File: src/rtl/can_bit_timing_calc_top_assert.svh
// Assertion macros for the CAN bit timing calculator top level.
`ifndef CAN_BIT_TIMING_CALC_TOP_ASSERT_SVH
`define CAN_BIT_TIMING_CALC_TOP_ASSERT_SVH

// Same-cycle implication, checked outside reset.
`define CBT_ASSERT_NOW(label, clk, rst_n, ante, cons, msg) \
  label: assert property (@(posedge clk) disable iff (!rst_n) (ante) |-> (cons)) \
    else $error(msg);

// Next-cycle implication, checked outside reset.
`define CBT_ASSERT_NEXT(label, clk, rst_n, ante, cons, msg) \
  label: assert property (@(posedge clk) disable iff (!rst_n) (ante) |=> (cons)) \
    else $error(msg);

`endif

File: src/rtl/cbt_pkg.sv
// Types, constants and helper functions shared by the CAN bit timing calculator.
`default_nettype none

package cbt_pkg;

  localparam int CLK_W  = 28;
  localparam int RATE_W = 24;
  localparam int DIV_W  = 28;
  localparam int CNT_W  = $clog2(DIV_W);
  localparam int SUM_W  = 5;

  localparam logic [CLK_W-1:0]  CLK_RATE_RESET = 28'd8000000;
  localparam logic [RATE_W-1:0] RATE_MIN       = 24'd1000;
  localparam logic [RATE_W-1:0] RATE_FAST      = 24'd1000000;
  localparam logic [SUM_W-1:0]  SUM_FAST_START = 5'd9;
  localparam logic [SUM_W-1:0]  SUM_SLOW_START = 5'd16;
  localparam logic [SUM_W-1:0]  SUM_LAST       = 5'd2;
  localparam logic [15:0]       SP_SCALE       = 16'd1000;
  localparam logic [15:0]       SP_LIMIT_NEXT  = 16'd901;

  typedef enum logic [2:0] {
    ST_IDLE,
    ST_PBS_WAIT,
    ST_MOD_ISSUE,
    ST_MOD_WAIT,
    ST_CHK_ISSUE,
    ST_CHK_WAIT,
    ST_RESULT
  } cbt_state_t;

  typedef struct packed {
    logic             start;
    logic [DIV_W-1:0] dividend;
    logic [DIV_W-1:0] divisor;
  } div_req_t;

  typedef struct packed {
    logic             done;
    logic [DIV_W-1:0] quotient;
    logic [DIV_W-1:0] remainder;
  } div_rsp_t;

  // Segment 1 for a given segment sum, at the nearest 87.5% sample point,
  // truncated instead when that sample point lies above 900 permille.
  function automatic logic [SUM_W-1:0] cbt_seg1(input logic [SUM_W-1:0] sum);
    logic [7:0]       sum7;
    logic [SUM_W-1:0] near;
    logic [SUM_W-1:0] trunc;
    logic [15:0]      lhs;
    logic [15:0]      rhs;
    sum7  = 8'(sum) * 8'd7;
    near  = SUM_W'((sum7 + 8'd3) >> 3);
    trunc = SUM_W'((sum7 - 8'd1) >> 3);
    lhs   = SP_SCALE * (16'(near) + 16'd1);
    rhs   = SP_LIMIT_NEXT * (16'(sum) + 16'd1);
    return (lhs >= rhs) ? trunc : near;
  endfunction

endpackage

`default_nettype wire

File: src/rtl/cbt_div.sv
// Restoring divider, one quotient bit per cycle, shared by all divisions.
`default_nettype none

module cbt_div import cbt_pkg::*; (
  input  wire logic     clk,
  input  wire logic     rst_n,
  input  wire div_req_t req,
  output div_rsp_t      rsp
);

  logic             busy_r, busy_nxt;
  logic             done_r, done_nxt;
  logic [CNT_W-1:0] cnt_r, cnt_nxt;
  logic [DIV_W-1:0] quo_r, quo_nxt;
  logic [DIV_W-1:0] rem_r, rem_nxt;
  logic [DIV_W-1:0] dvs_r, dvs_nxt;
  logic [DIV_W+1:0] diff;

  always_comb begin
    diff     = {1'b0, rem_r, quo_r[DIV_W-1]} - {2'b00, dvs_r};
    busy_nxt = busy_r;
    done_nxt = 1'b0;
    cnt_nxt  = cnt_r;
    quo_nxt  = quo_r;
    rem_nxt  = rem_r;
    dvs_nxt  = dvs_r;
    if (req.start) begin
      busy_nxt = 1'b1;
      cnt_nxt  = CNT_W'(DIV_W - 1);
      quo_nxt  = req.dividend;
      rem_nxt  = '0;
      dvs_nxt  = req.divisor;
    end else if (busy_r) begin
      quo_nxt = {quo_r[DIV_W-2:0], ~diff[DIV_W+1]};
      rem_nxt = diff[DIV_W+1] ? {rem_r[DIV_W-2:0], quo_r[DIV_W-1]} : diff[DIV_W-1:0];
      cnt_nxt = cnt_r - 1'b1;
      if (cnt_r == '0) begin
        busy_nxt = 1'b0;
        done_nxt = 1'b1;
      end
    end
  end

  always_ff @(posedge clk) begin
    if (!rst_n) begin
      busy_r <= 1'b0;
      done_r <= 1'b0;
      cnt_r  <= '0;
    end else begin
      busy_r <= busy_nxt;
      done_r <= done_nxt;
      cnt_r  <= cnt_nxt;
    end
    quo_r <= quo_nxt;
    rem_r <= rem_nxt;
    dvs_r <= dvs_nxt;
  end

  assign rsp.done      = done_r;
  assign rsp.quotient  = quo_r;
  assign rsp.remainder = rem_r;

endmodule

`default_nettype wire

File: src/rtl/cbt_seq.sv
// Sequencer that drives the shared divider through the bit timing search.
`default_nettype none

module cbt_seq import cbt_pkg::*; #(
  parameter int PRESCALER_MAX = 1024,
  parameter int SEG1_MAX      = 16,
  parameter int SEG2_MAX      = 8
) (
  input  wire logic              clk,
  input  wire logic              rst_n,
  input  wire logic              cfg_we,
  input  wire logic [CLK_W-1:0]  cfg_wdata,
  input  wire logic              in_valid,
  output logic                   in_stall,
  input  wire logic [RATE_W-1:0] in_target_bitrate,
  output logic                   out_valid,
  input  wire logic              out_stall,
  output logic                   out_ok,
  output logic [10:0]            out_prescaler,
  output logic [4:0]             out_seg1,
  output logic [3:0]             out_seg2,
  output logic                   out_sjw,
  output div_req_t               div_req,
  input  wire div_rsp_t          div_rsp
);

  cbt_state_t        state_r, state_nxt;
  logic [CLK_W-1:0]  clk_rate_r, clk_rate_nxt;
  logic [RATE_W-1:0] rate_r, rate_nxt;
  logic [DIV_W-1:0]  pbs_r, pbs_nxt;
  logic [SUM_W-1:0]  sum_r, sum_nxt;
  logic [10:0]       pre_r, pre_nxt;
  logic [SUM_W-1:0]  b1_r, b1_nxt;
  logic [SUM_W-1:0]  b2_r, b2_nxt;
  logic              ok_r, ok_nxt;
  logic              ov_r, ov_nxt;
  logic              oo_r, oo_nxt;
  logic [10:0]       opre_r, opre_nxt;
  logic [4:0]        os1_r, os1_nxt;
  logic [3:0]        os2_r, os2_nxt;
  logic              osjw_r, osjw_nxt;
  logic [SUM_W-1:0]  b1_cand;
  logic [SUM_W-1:0]  b2_cand;
  logic              seg_bad;
  logic              pre_bad;

  always_comb begin
    b1_cand = cbt_seg1(sum_r);
    b2_cand = sum_r - b1_cand;
    seg_bad = (b1_cand == '0) || (32'(b1_cand) > 32'(SEG1_MAX)) ||
              (b2_cand == '0) || (32'(b2_cand) > 32'(SEG2_MAX));
    pre_bad = (div_rsp.quotient == '0) ||
              (32'(div_rsp.quotient) > 32'(PRESCALER_MAX));
  end

  always_comb begin
    state_nxt        = state_r;
    clk_rate_nxt     = cfg_we ? cfg_wdata : clk_rate_r;
    rate_nxt         = rate_r;
    pbs_nxt          = pbs_r;
    sum_nxt          = sum_r;
    pre_nxt          = pre_r;
    b1_nxt           = b1_r;
    b2_nxt           = b2_r;
    ok_nxt           = ok_r;
    ov_nxt           = ov_r && out_stall;
    oo_nxt           = oo_r;
    opre_nxt         = opre_r;
    os1_nxt          = os1_r;
    os2_nxt          = os2_r;
    osjw_nxt         = osjw_r;
    div_req.start    = 1'b0;
    div_req.dividend = DIV_W'(clk_rate_r);
    div_req.divisor  = DIV_W'(rate_r);
    unique case (state_r)
      ST_IDLE: begin
        if (in_valid) begin
          rate_nxt = in_target_bitrate;
          ok_nxt   = 1'b0;
          if (in_target_bitrate < RATE_MIN) begin
            state_nxt = ST_RESULT;
          end else begin
            div_req.start   = 1'b1;
            div_req.divisor = DIV_W'(in_target_bitrate);
            state_nxt       = ST_PBS_WAIT;
          end
        end
      end
      ST_PBS_WAIT: begin
        if (div_rsp.done) begin
          pbs_nxt   = div_rsp.quotient;
          sum_nxt   = (rate_r >= RATE_FAST) ? SUM_FAST_START : SUM_SLOW_START;
          state_nxt = ST_MOD_ISSUE;
        end
      end
      ST_MOD_ISSUE: begin
        div_req.start    = 1'b1;
        div_req.dividend = pbs_r;
        div_req.divisor  = DIV_W'(sum_r) + DIV_W'(1);
        state_nxt        = ST_MOD_WAIT;
      end
      ST_MOD_WAIT: begin
        if (div_rsp.done) begin
          if (div_rsp.remainder == '0) begin
            pre_nxt = div_rsp.quotient[10:0];
            b1_nxt  = b1_cand;
            b2_nxt  = b2_cand;
            if (pre_bad || seg_bad) begin
              state_nxt = ST_RESULT;
            end else begin
              state_nxt = ST_CHK_ISSUE;
            end
          end else if (sum_r <= SUM_LAST) begin
            state_nxt = ST_RESULT;
          end else begin
            sum_nxt   = sum_r - 1'b1;
            state_nxt = ST_MOD_ISSUE;
          end
        end
      end
      ST_CHK_ISSUE: begin
        div_req.start    = 1'b1;
        div_req.dividend = DIV_W'(clk_rate_r);
        div_req.divisor  = pbs_r;
        state_nxt        = ST_CHK_WAIT;
      end
      ST_CHK_WAIT: begin
        if (div_rsp.done) begin
          ok_nxt    = (div_rsp.quotient == DIV_W'(rate_r));
          state_nxt = ST_RESULT;
        end
      end
      ST_RESULT: begin
        if (!ov_r || !out_stall) begin
          ov_nxt    = 1'b1;
          oo_nxt    = ok_r;
          opre_nxt  = ok_r ? pre_r : '0;
          os1_nxt   = ok_r ? 5'(b1_r) : '0;
          os2_nxt   = ok_r ? 4'(b2_r) : '0;
          osjw_nxt  = ok_r;
          state_nxt = ST_IDLE;
        end
      end
      default: begin
        state_nxt = ST_IDLE;
      end
    endcase
  end

  always_ff @(posedge clk) begin
    if (!rst_n) begin
      state_r    <= ST_IDLE;
      clk_rate_r <= CLK_RATE_RESET;
      ov_r       <= 1'b0;
    end else begin
      state_r    <= state_nxt;
      clk_rate_r <= clk_rate_nxt;
      ov_r       <= ov_nxt;
    end
    rate_r <= rate_nxt;
    pbs_r  <= pbs_nxt;
    sum_r  <= sum_nxt;
    pre_r  <= pre_nxt;
    b1_r   <= b1_nxt;
    b2_r   <= b2_nxt;
    ok_r   <= ok_nxt;
    oo_r   <= oo_nxt;
    opre_r <= opre_nxt;
    os1_r  <= os1_nxt;
    os2_r  <= os2_nxt;
    osjw_r <= osjw_nxt;
  end

  assign in_stall      = (state_r != ST_IDLE);
  assign out_valid     = ov_r;
  assign out_ok        = oo_r;
  assign out_prescaler = opre_r;
  assign out_seg1      = os1_r;
  assign out_seg2      = os2_r;
  assign out_sjw       = osjw_r;

endmodule

`default_nettype wire

File: src/rtl/can_bit_timing_calc_top.sv
// Top level of the CAN bit timing calculator.
//
//   Channel  Direction  Handshake             Payload
//   cfg      in         cfg_we                cfg_wdata (clock rate in Hz)
//   in       in         in_valid / in_stall   in_target_bitrate
//   out      out        out_valid / out_stall out_ok, out_prescaler, out_seg1,
//                                             out_seg2, out_sjw
//
// A request of 1000 bit/s or more divides clock rate by bit rate, then makes one division
// per tried segment sum (up to 15) and, if a sum fits, one for the final rate check.
// All three divisions run on one restoring divider that yields one bit per cycle.
// Reset sets the clock rate to 8 MHz and empties the output register.
// The input is stalled while a request is being worked on; a finished result
// waits in the output register while the next request is accepted.
`default_nettype none
`include "can_bit_timing_calc_top_assert.svh"

module can_bit_timing_calc_top import cbt_pkg::*; #(
  parameter int PRESCALER_MAX = 1024,
  parameter int SEG1_MAX      = 16,
  parameter int SEG2_MAX      = 8
) (
  input  wire logic              clk,
  input  wire logic              rst_n,
  input  wire logic              cfg_we,
  input  wire logic [CLK_W-1:0]  cfg_wdata,
  input  wire logic              in_valid,
  output logic                   in_stall,
  input  wire logic [RATE_W-1:0] in_target_bitrate,
  output logic                   out_valid,
  input  wire logic              out_stall,
  output logic                   out_ok,
  output logic [10:0]            out_prescaler,
  output logic [4:0]             out_seg1,
  output logic [3:0]             out_seg2,
  output logic                   out_sjw
);

  div_req_t div_req;
  div_rsp_t div_rsp;

  cbt_seq #(
    .PRESCALER_MAX (PRESCALER_MAX),
    .SEG1_MAX      (SEG1_MAX),
    .SEG2_MAX      (SEG2_MAX)
  ) u_seq (
    .clk               (clk),
    .rst_n             (rst_n),
    .cfg_we            (cfg_we),
    .cfg_wdata         (cfg_wdata),
    .in_valid          (in_valid),
    .in_stall          (in_stall),
    .in_target_bitrate (in_target_bitrate),
    .out_valid         (out_valid),
    .out_stall         (out_stall),
    .out_ok            (out_ok),
    .out_prescaler     (out_prescaler),
    .out_seg1          (out_seg1),
    .out_seg2          (out_seg2),
    .out_sjw           (out_sjw),
    .div_req           (div_req),
    .div_rsp           (div_rsp)
  );

  cbt_div u_div (
    .clk   (clk),
    .rst_n (rst_n),
    .req   (div_req),
    .rsp   (div_rsp)
  );

  `CBT_ASSERT_NOW(a_fail_zero, clk, rst_n, out_valid && !out_ok, (out_prescaler == '0) && (out_seg1 == '0) && (out_seg2 == '0) && !out_sjw, "failed result with nonzero fields")
  `CBT_ASSERT_NOW(a_ok_fields, clk, rst_n, out_valid && out_ok, out_sjw && (out_seg1 != '0) && (out_seg2 != '0), "good result with empty segment")
  `CBT_ASSERT_NEXT(a_busy_after_accept, clk, rst_n, in_valid && !in_stall, in_stall, "input not stalled after an accepted request")

endmodule

`default_nettype wire

File: config.mk
export PLATFORM = sky130hd
export DESIGN_NAME = can_bit_timing_calc_top
export DESIGN_NICKNAME = d
export VERILOG_FILES = /design/src/rtl/cbt_pkg.sv /design/src/rtl/cbt_div.sv /design/src/rtl/cbt_seq.sv /design/src/rtl/can_bit_timing_calc_top.sv
export VERILOG_INCLUDE_DIRS = /design/src /design/src/rtl
export SDC_FILE = /design/constraint.sdc
export NUM_CORES = 1
export LEC_CHECK = 0
export ABC_AREA = 1
export BUFFER_PORTS_ARGS = -buffer_cell sky130_fd_sc_hd__buf_4
export CAP_MARGIN = 20
export CORE_ASPECT_RATIO = 0.7
export CORE_MARGIN = 10
export CORE_UTILIZATION = 60
export DETAILED_ROUTE_END_ITERATION = 8
export PLACE_DENSITY = 0.79
export SLEW_MARGIN = 25
export SYNTH_ARGS = -nofsm -noshare
export SYNTH_HDL_FRONTEND = slang
export SYNTH_SLANG_ARGS = --single-unit
File: constraint.sdc
create_clock -name clk -period 22.6 [get_ports clk]
set_clock_uncertainty 0.15 [all_clocks]
set_input_delay 1.13 -clock clk [delete_from_list [all_inputs] [get_ports clk]]
set_output_delay 1.13 -clock clk [all_outputs]
set_load 0.05 [all_outputs]
Yosys cells after proc, flatten, opt, wreduce, memory -nomap -nowiden:

Cells that the tools add are included.
Widths: inputs -> output; s select.

* output and inout port bits: 24
* register bits after elaboration: 222

* reductions and logical operators: 29
* mux-type cells: 38
* multiply operators: 3
* bitwise gates (word level): 3
* $add $sub $neg: 9
* equal/unequal tests: 14
* $lt $le $gt $ge: 7

Operators by type and width (count)
* $mux 28: 5
* $pmux 28 s3: 1
* $logic_not 28->1: 2
* $mux 5: 8
* $sub 29x28->30: 1
* $eq 28x24->1: 1
* $gt 28x11->1 const B: 1
* $ge 24x20->1 const B: 1
* $lt 24x10->1 const B: 1
* $mux 24: 1
* $mux 3: 8
* $pmux 3 s7: 1
* $add 5x1->6 const B: 3
* $ge 16x16->1: 1
* $mul 10x16->16 const A: 1
* $mul 7x16->13 const A: 1
* $logic_not 5->1: 3
* $mux 1: 10
* $pmux 5 s2: 1
* $reduce_and 5->1: 2
* $sub 5x1->5 const B: 2
* $eq 3x3->1 const B: 3
* $add 8x2->8 const B: 1
* $mul 5x3->8 const B: 1
* other kinds (22): 43

Longest topological paths before layout:

* word-level depth: 15
* depth in mapped cells: 53
* depth with buffers taken out: 53

Cells and area by module:

Synthesis repeated with hierarchy kept, for this count alone.

* cells, all modules: 1981
* area total of the unflattened synthesis: 15381.0 µm²

By module, submodules not included
* cbt_seq: area an instance 9327.7 µm², sequential area each 3613.5 µm², times used 1, cells an instance 1108
* cbt_div: area an instance 6053.3 µm², sequential area each 2382.3 µm², times used 1, cells an instance 873

Worst setup path before layout:

OpenSTA, ideal clock, no wires.

* path kind: register to register
* start: register u_seq.sum_r[2]
* end: register u_seq.state_r[1]
* required time: 22.384 ns
* slack: 13.992 ns
* clock period less this slack: 8.608 ns
* arrival: 8.391 ns
* path buffers: 0
* cell stages (with the launch flop): 47
* cell sequence: edfxtp_1 fa_1 ha_1 fa_1 nand2_1 inv_1 nand2_1 nand2_1 inv_1 ha_1 nand2_1 nor2_1 xor2_1 inv_1 fa_1 fa_1 fa_1 inv_1 (+11 left out) nand2_2 nand2_2 nand2_1 nand2_1 ha_1 inv_1 fa_1 a21oi_1 nor2_1 nor2_1 xor2_1 nand3b_1 nand2_1 nand3_1 nand2_1 nand2_1 nand2_1 a21oi_2

* longest elaborated chain between the ends: 15
* elaborated cells between the ends (all ways): 22
* those cells by class: add/sub (5); mul (3); order compare (3); mux (5); reduce/logical (6)

Ends and longest elaborated chain
* start: declaration: line cbt_seq.sv:31 `logic [SUM_W-1:0] sum_r, sum_nxt;`
* start signal: assignment: line cbt_seq.sv:162 `sum_r <= sum_nxt;`
* $mul 5x3->8: line cbt_pkg.sv:51 `sum7 = 8'(sum) * 8'd7;`
* $add 8x2->8: line cbt_pkg.sv:52 `near = SUM_W'((sum7 + 8'd3) >> 3);`
* $add 5x1->6: line cbt_pkg.sv:54 `lhs = SP_SCALE * (16'(near) + 16'd1);`
* $mul 7x16->13: line cbt_pkg.sv:54
* $ge 16x16->1: line cbt_pkg.sv:56 `return (lhs >= rhs) ? trunc : near;`
* $mux 5 (*): line cbt_pkg.sv:56
* via u_seq.b1_cand[0]: line cbt_seq.sv:42 `logic [SUM_W-1:0] b1_cand;`
* parallel branches: the longest is 3 deep, another holds $sub 5x5->5
* $logic_or 1x1->1 (*): line cbt_seq.sv:51 `(b2_cand == '0) || (32'(b2_cand) > 32'(SEG2_MAX));`
* $logic_or 1x1->1 (*): line cbt_seq.sv:108 `if (pre_bad || seg_bad) begin`
* $mux 2 (*): line cbt_seq.sv:108
* $mux 3 (*): line cbt_seq.sv:104 `if (div_rsp.remainder == '0) begin`
* $mux 3 (*): line cbt_seq.sv:103 `if (div_rsp.done) begin`
* $pmux 3 s7 (*): line cbt_seq.sv:75 `unique case (state_r)`
* end signal: assignment: line cbt_seq.sv:156 `state_r <= state_nxt;`
* end: declaration: line cbt_seq.sv:27 `cbt_state_t state_r, state_nxt;`

Mark *: on every way through the listed nets, which the timed path passes. The select of a mux whose other input is x is not followed.
A chain may end at the register's enable or synchronous reset.

Final worst setup path:

Ends and elaborated chain as after synthesis.

==> summary.txt <==
Status
  – Status: completed

Timing
  – Tcrit/Tclk final: 0.435
  – Slew @ Worst Pin: a little over 0.9 ns
  – Max-slew violation count: 0
  – Final hold violations: 0
  – Final TNS setup: 0 ns
  – Worst hold slack: 0.312 ns
  – Crit path time final: 9.82 ns
  – Setup-failing EPs final: 0
  – Slew Limit Headroom: 0.382
  – Fmax: roughly 100 MHz
  – RSZ-0062 raised after global routing: no

Layout
  – Layout cell share with drive strength beyond 1: 0.117
  – Sequential cell area: between 0.005 and 0.006 mm^2
  – Diode count: 0
  – Area grow syn2layout: 11.3%
  – Nets@finish: approximately 1,900
  – Fill cells: between 1,500 and 2,000
  – Multi-input gate area: approximately 0.007 mm^2

Setup path
  – Largest stage delay on the critical path: between 0.7 and 0.8 ns
  – Critical Path Fanout Max: 12
  – Arrival @ worst endpoint: between 10 and 15 ns
  – R2R cell count: 50
  – WP data required: 22.92 ns
  – Crit path max-delay cell type: edfxtp_1
  – R2r startpoint: u_seq.sum_r[2]
  – Cell mode on critical path: nand2_1
  – CP endpoint kind: flop
  – Crit Path Category: flop to flop
  – Critical Path Start Type: flop
  – Setup slack, reg-to-reg: about 13 ns
  – RR Endpoint: u_seq.state_r[1]

Detailed routing
  – Routed vias/inst: about 5.7
  – Routed len/inst: between 15 and 20 um
  – DRT antenna net count: 0
  – Final wirelength: roughly 38 mm
  – DRT iter0 DRCs: ~1,400
  – Vias: ~12,000
  – Drt pass-1 iters: 6
  – Drt drc: 0

Placed design
  – Final Wtd Congestion: approximately 0.95
  – IO Port Bufs: 80
  – DP Wirelength: roughly 29 mm

Synth
  – Synth Area in Simple Gates: 0.197
  – Synth Area in Adders: 0.137
  – FF+latch count, synth: ~220
  – Yosys top cell by area: edfxtp_1
  – Ys async rst share: 0
  – Ys flop type: edfxtp_1
  – Seq/Total Area, Yosys: 0.420
  – Share of the synthesized area in the top cell type: 0.326
  – Compound-cell area share of the yosys netlist: 0.123
  – Mux contribution to synthesized area: 0
  – Area contributors post-synth: edfxtp_1 33%, ha_1 10%, dfxtp_1 9.4%
  – Synth cell types: a little over 60
  – Mapped Avg Cell Area: roughly 8.6 um^2
  – Syn Inst Count: roughly 1,700
  – Syn nets: approximately 1,900
  – Largest family of logic cells by synthesized area: simple AND/OR/NAND/NOR gates
  – Netlist Area Pre-Place: approximately 0.014 mm^2
  – Post-Synth XOR/XNOR Area: 0.0404
  – Post-synth EDFFs: between 150 and 200
  – Ys Warns: 0
  – Count leader, synth: nand2_1
  – Synth cell count leaders: 341 x nand2_1, 229 x inv_1, 155 x edfxtp_1

Hold path
  – HP Start: u_div.quo_r[24]
  – Hold Path End: u_seq.pbs_r[24]
  – HP Class: flop to flop
  – Min-Delay Path Depth: 0

Clocking
  – # resized after CTS: 0
  – Skew-Pair Late Insertion Delay: around 0.54 ns
  – Cts hold-fix bufs: 0
  – Clock sinks: between 200 and 250
  – Max clock buf depth: 3
  – Root Driver: clkbuf_16
  – Clock transition at the registers of the reported paths: ~0.060 ns
  – Post-CTS Repair Setup Buffers: 0
  – CTS tree: built
  – CTS Buf Count: 23
  – H-Tree Level Count: 1

GRT
  – Pin count of the biggest net entering global routing: just over 60
  – Initial antenna violation count: 0
  – GRT Total Usage: 0.242
  – Global-route wire length before repair: 59.2 mm
  – Vias in the first global route: 10,900
  – Grt total ovfl: 0

Pwr
  – Maximum VDD drop: between 0.07 and 0.08 mV
  – Cell Pwr Density: 113 mW/mm^2
  – Total power: between 1.5 and 2 mW
  – Pleak: 7.22 nW

Job
  – Maxcap violations: 0

Floorplanning
  – Initial core utilization: 0.606
  – Die height: 149 um
  – Rows: 47
  – Die Footprint: between 0.03 and 0.04 mm^2
  – I/O pins: between 80 and 90
  – Die X: between 200 and 250 um
  – Core area: 0.0235 mm^2
## cell families (layout without fill, tap and decap cells)
kind of cell,Yosys count,in the layout
AOI/OAI and AO/OA,297,297
xor gates and xnor gates,65,65
adders and majority gates,142,142
buffers and inverters,299,383
DFF,222,222
other,1,1
and+or+nand+nor,639,639
## layout by cell type (no fill, tap or decap), drive strengths merged, types with 4 or more instances in the layout
master  synthesis  routed
nand2         353     353
inv           253     256
edfxtp        155     155
nor2          138     138
o21ai         130     130
ha            119     119
buf            22      87
nand3          86      86
a21oi          80      80
dfxtp          67      67
xor2           34      34
clkbuf         23      33
o211ai         32      32
xnor2          31      31
fa             23      23
nor3           18      18
nor4           15      15
nand4          13      13
a31oi          11      11
o221ai          8       8
or2             8       8
a21o            6       6
clkinv          1       6
o22ai           5       5
a22oi           4       4
a221oi          4       4
## critical path, delay by kind of cell (launching register included)
family,cells,cell delay [ns]
AOI/OAI and AO/OA,6,0.92
buffers and inverters,8,0.65
xor gates and xnor gates,3,0.56
and+or+nand+nor,21,2.57
adders and majority gates,12,4.12
DFF,1,0.75
## worst max-delay path by stage
stage,startpoint,endpoint,slack (ns),cells past startpoint
floorplan,u_seq.sum_r[2],u_seq.state_r[1],13.99,46
global placement,u_seq.sum_r[2],u_seq.state_r[1],13.35,46
detailed placement,u_seq.sum_r[2],u_seq.state_r[1],12.89,50
CTS,u_seq.sum_r[2],u_seq.state_r[1],12.87,46
global route,u_seq.sum_r[2],u_seq.state_r[1],12.04,50
finish,u_seq.sum_r[2],u_seq.state_r[1],12.78,50
## metrics by stage
stage	instances	cell area [um^2]	worst slack, ns	util
2_1_floorplan	1665	14300	13.99	-
3_3_place_gp	2025	15100	13.35	0.642
3_5_place_dp	2025	15100	12.89	0.642
4_1_cts	2067	15900	12.87	0.675
5_1_grt	2067	15900	12.04	0.675
6_report	2067	15900	12.78	0.675
## power breakdown
| part | leakage (nW) | switching [mW] | internal [mW] | total [mW] |
|---|---|---|---|---|
| combinational | 4.83 | 0.513 | 0.267 | 0.780 |
| sequential | 2.01 | 0.0679 | 0.554 | 0.622 |
| clock | 0.385 | 0.166 | 0.218 | 0.384 |
| total | 7.22 | 0.746 | 1.04 | 1.79 |
## sequential cells by signal (all words and copies together) (netlist names), 3 cells and up
signal               count
u_div.dvs_r             28
u_div.quo_r             28
u_div.rem_r             28
u_seq.clk_rate_r        28
u_seq.pbs_r             28
u_seq.rate_r            24
u_seq.out_prescaler     11
u_seq.pre_r             11
u_div.cnt_r              5
u_seq.b1_r               5
u_seq.out_seg1           5
u_seq.sum_r              5
u_seq.b2_r               4
u_seq.out_seg2           4
u_seq.state_r            3
## layer usage
metal  share of wire  wire [um]  track usage  vias up
met3            0.13       4760       0.0608       56
met2            0.39      14600        0.328      611
met5               0          0            0        -
met1            0.47      17600        0.379     5405
li1                -          -            -     5700
met4           0.016        586       0.0425        0
## layout make-up
cell class	count	share of cell area
Multi-Input combinational cell	1144	0.447
Sequential cell	222	0.378
Inverter	254	0.0601
Clock buffer	33	0.0440
Timing Repair Buffer	87	0.0412
Tap cell	318	0.0251
Clock inverter	9	0.00481
(Power assumes the default switching activity.)
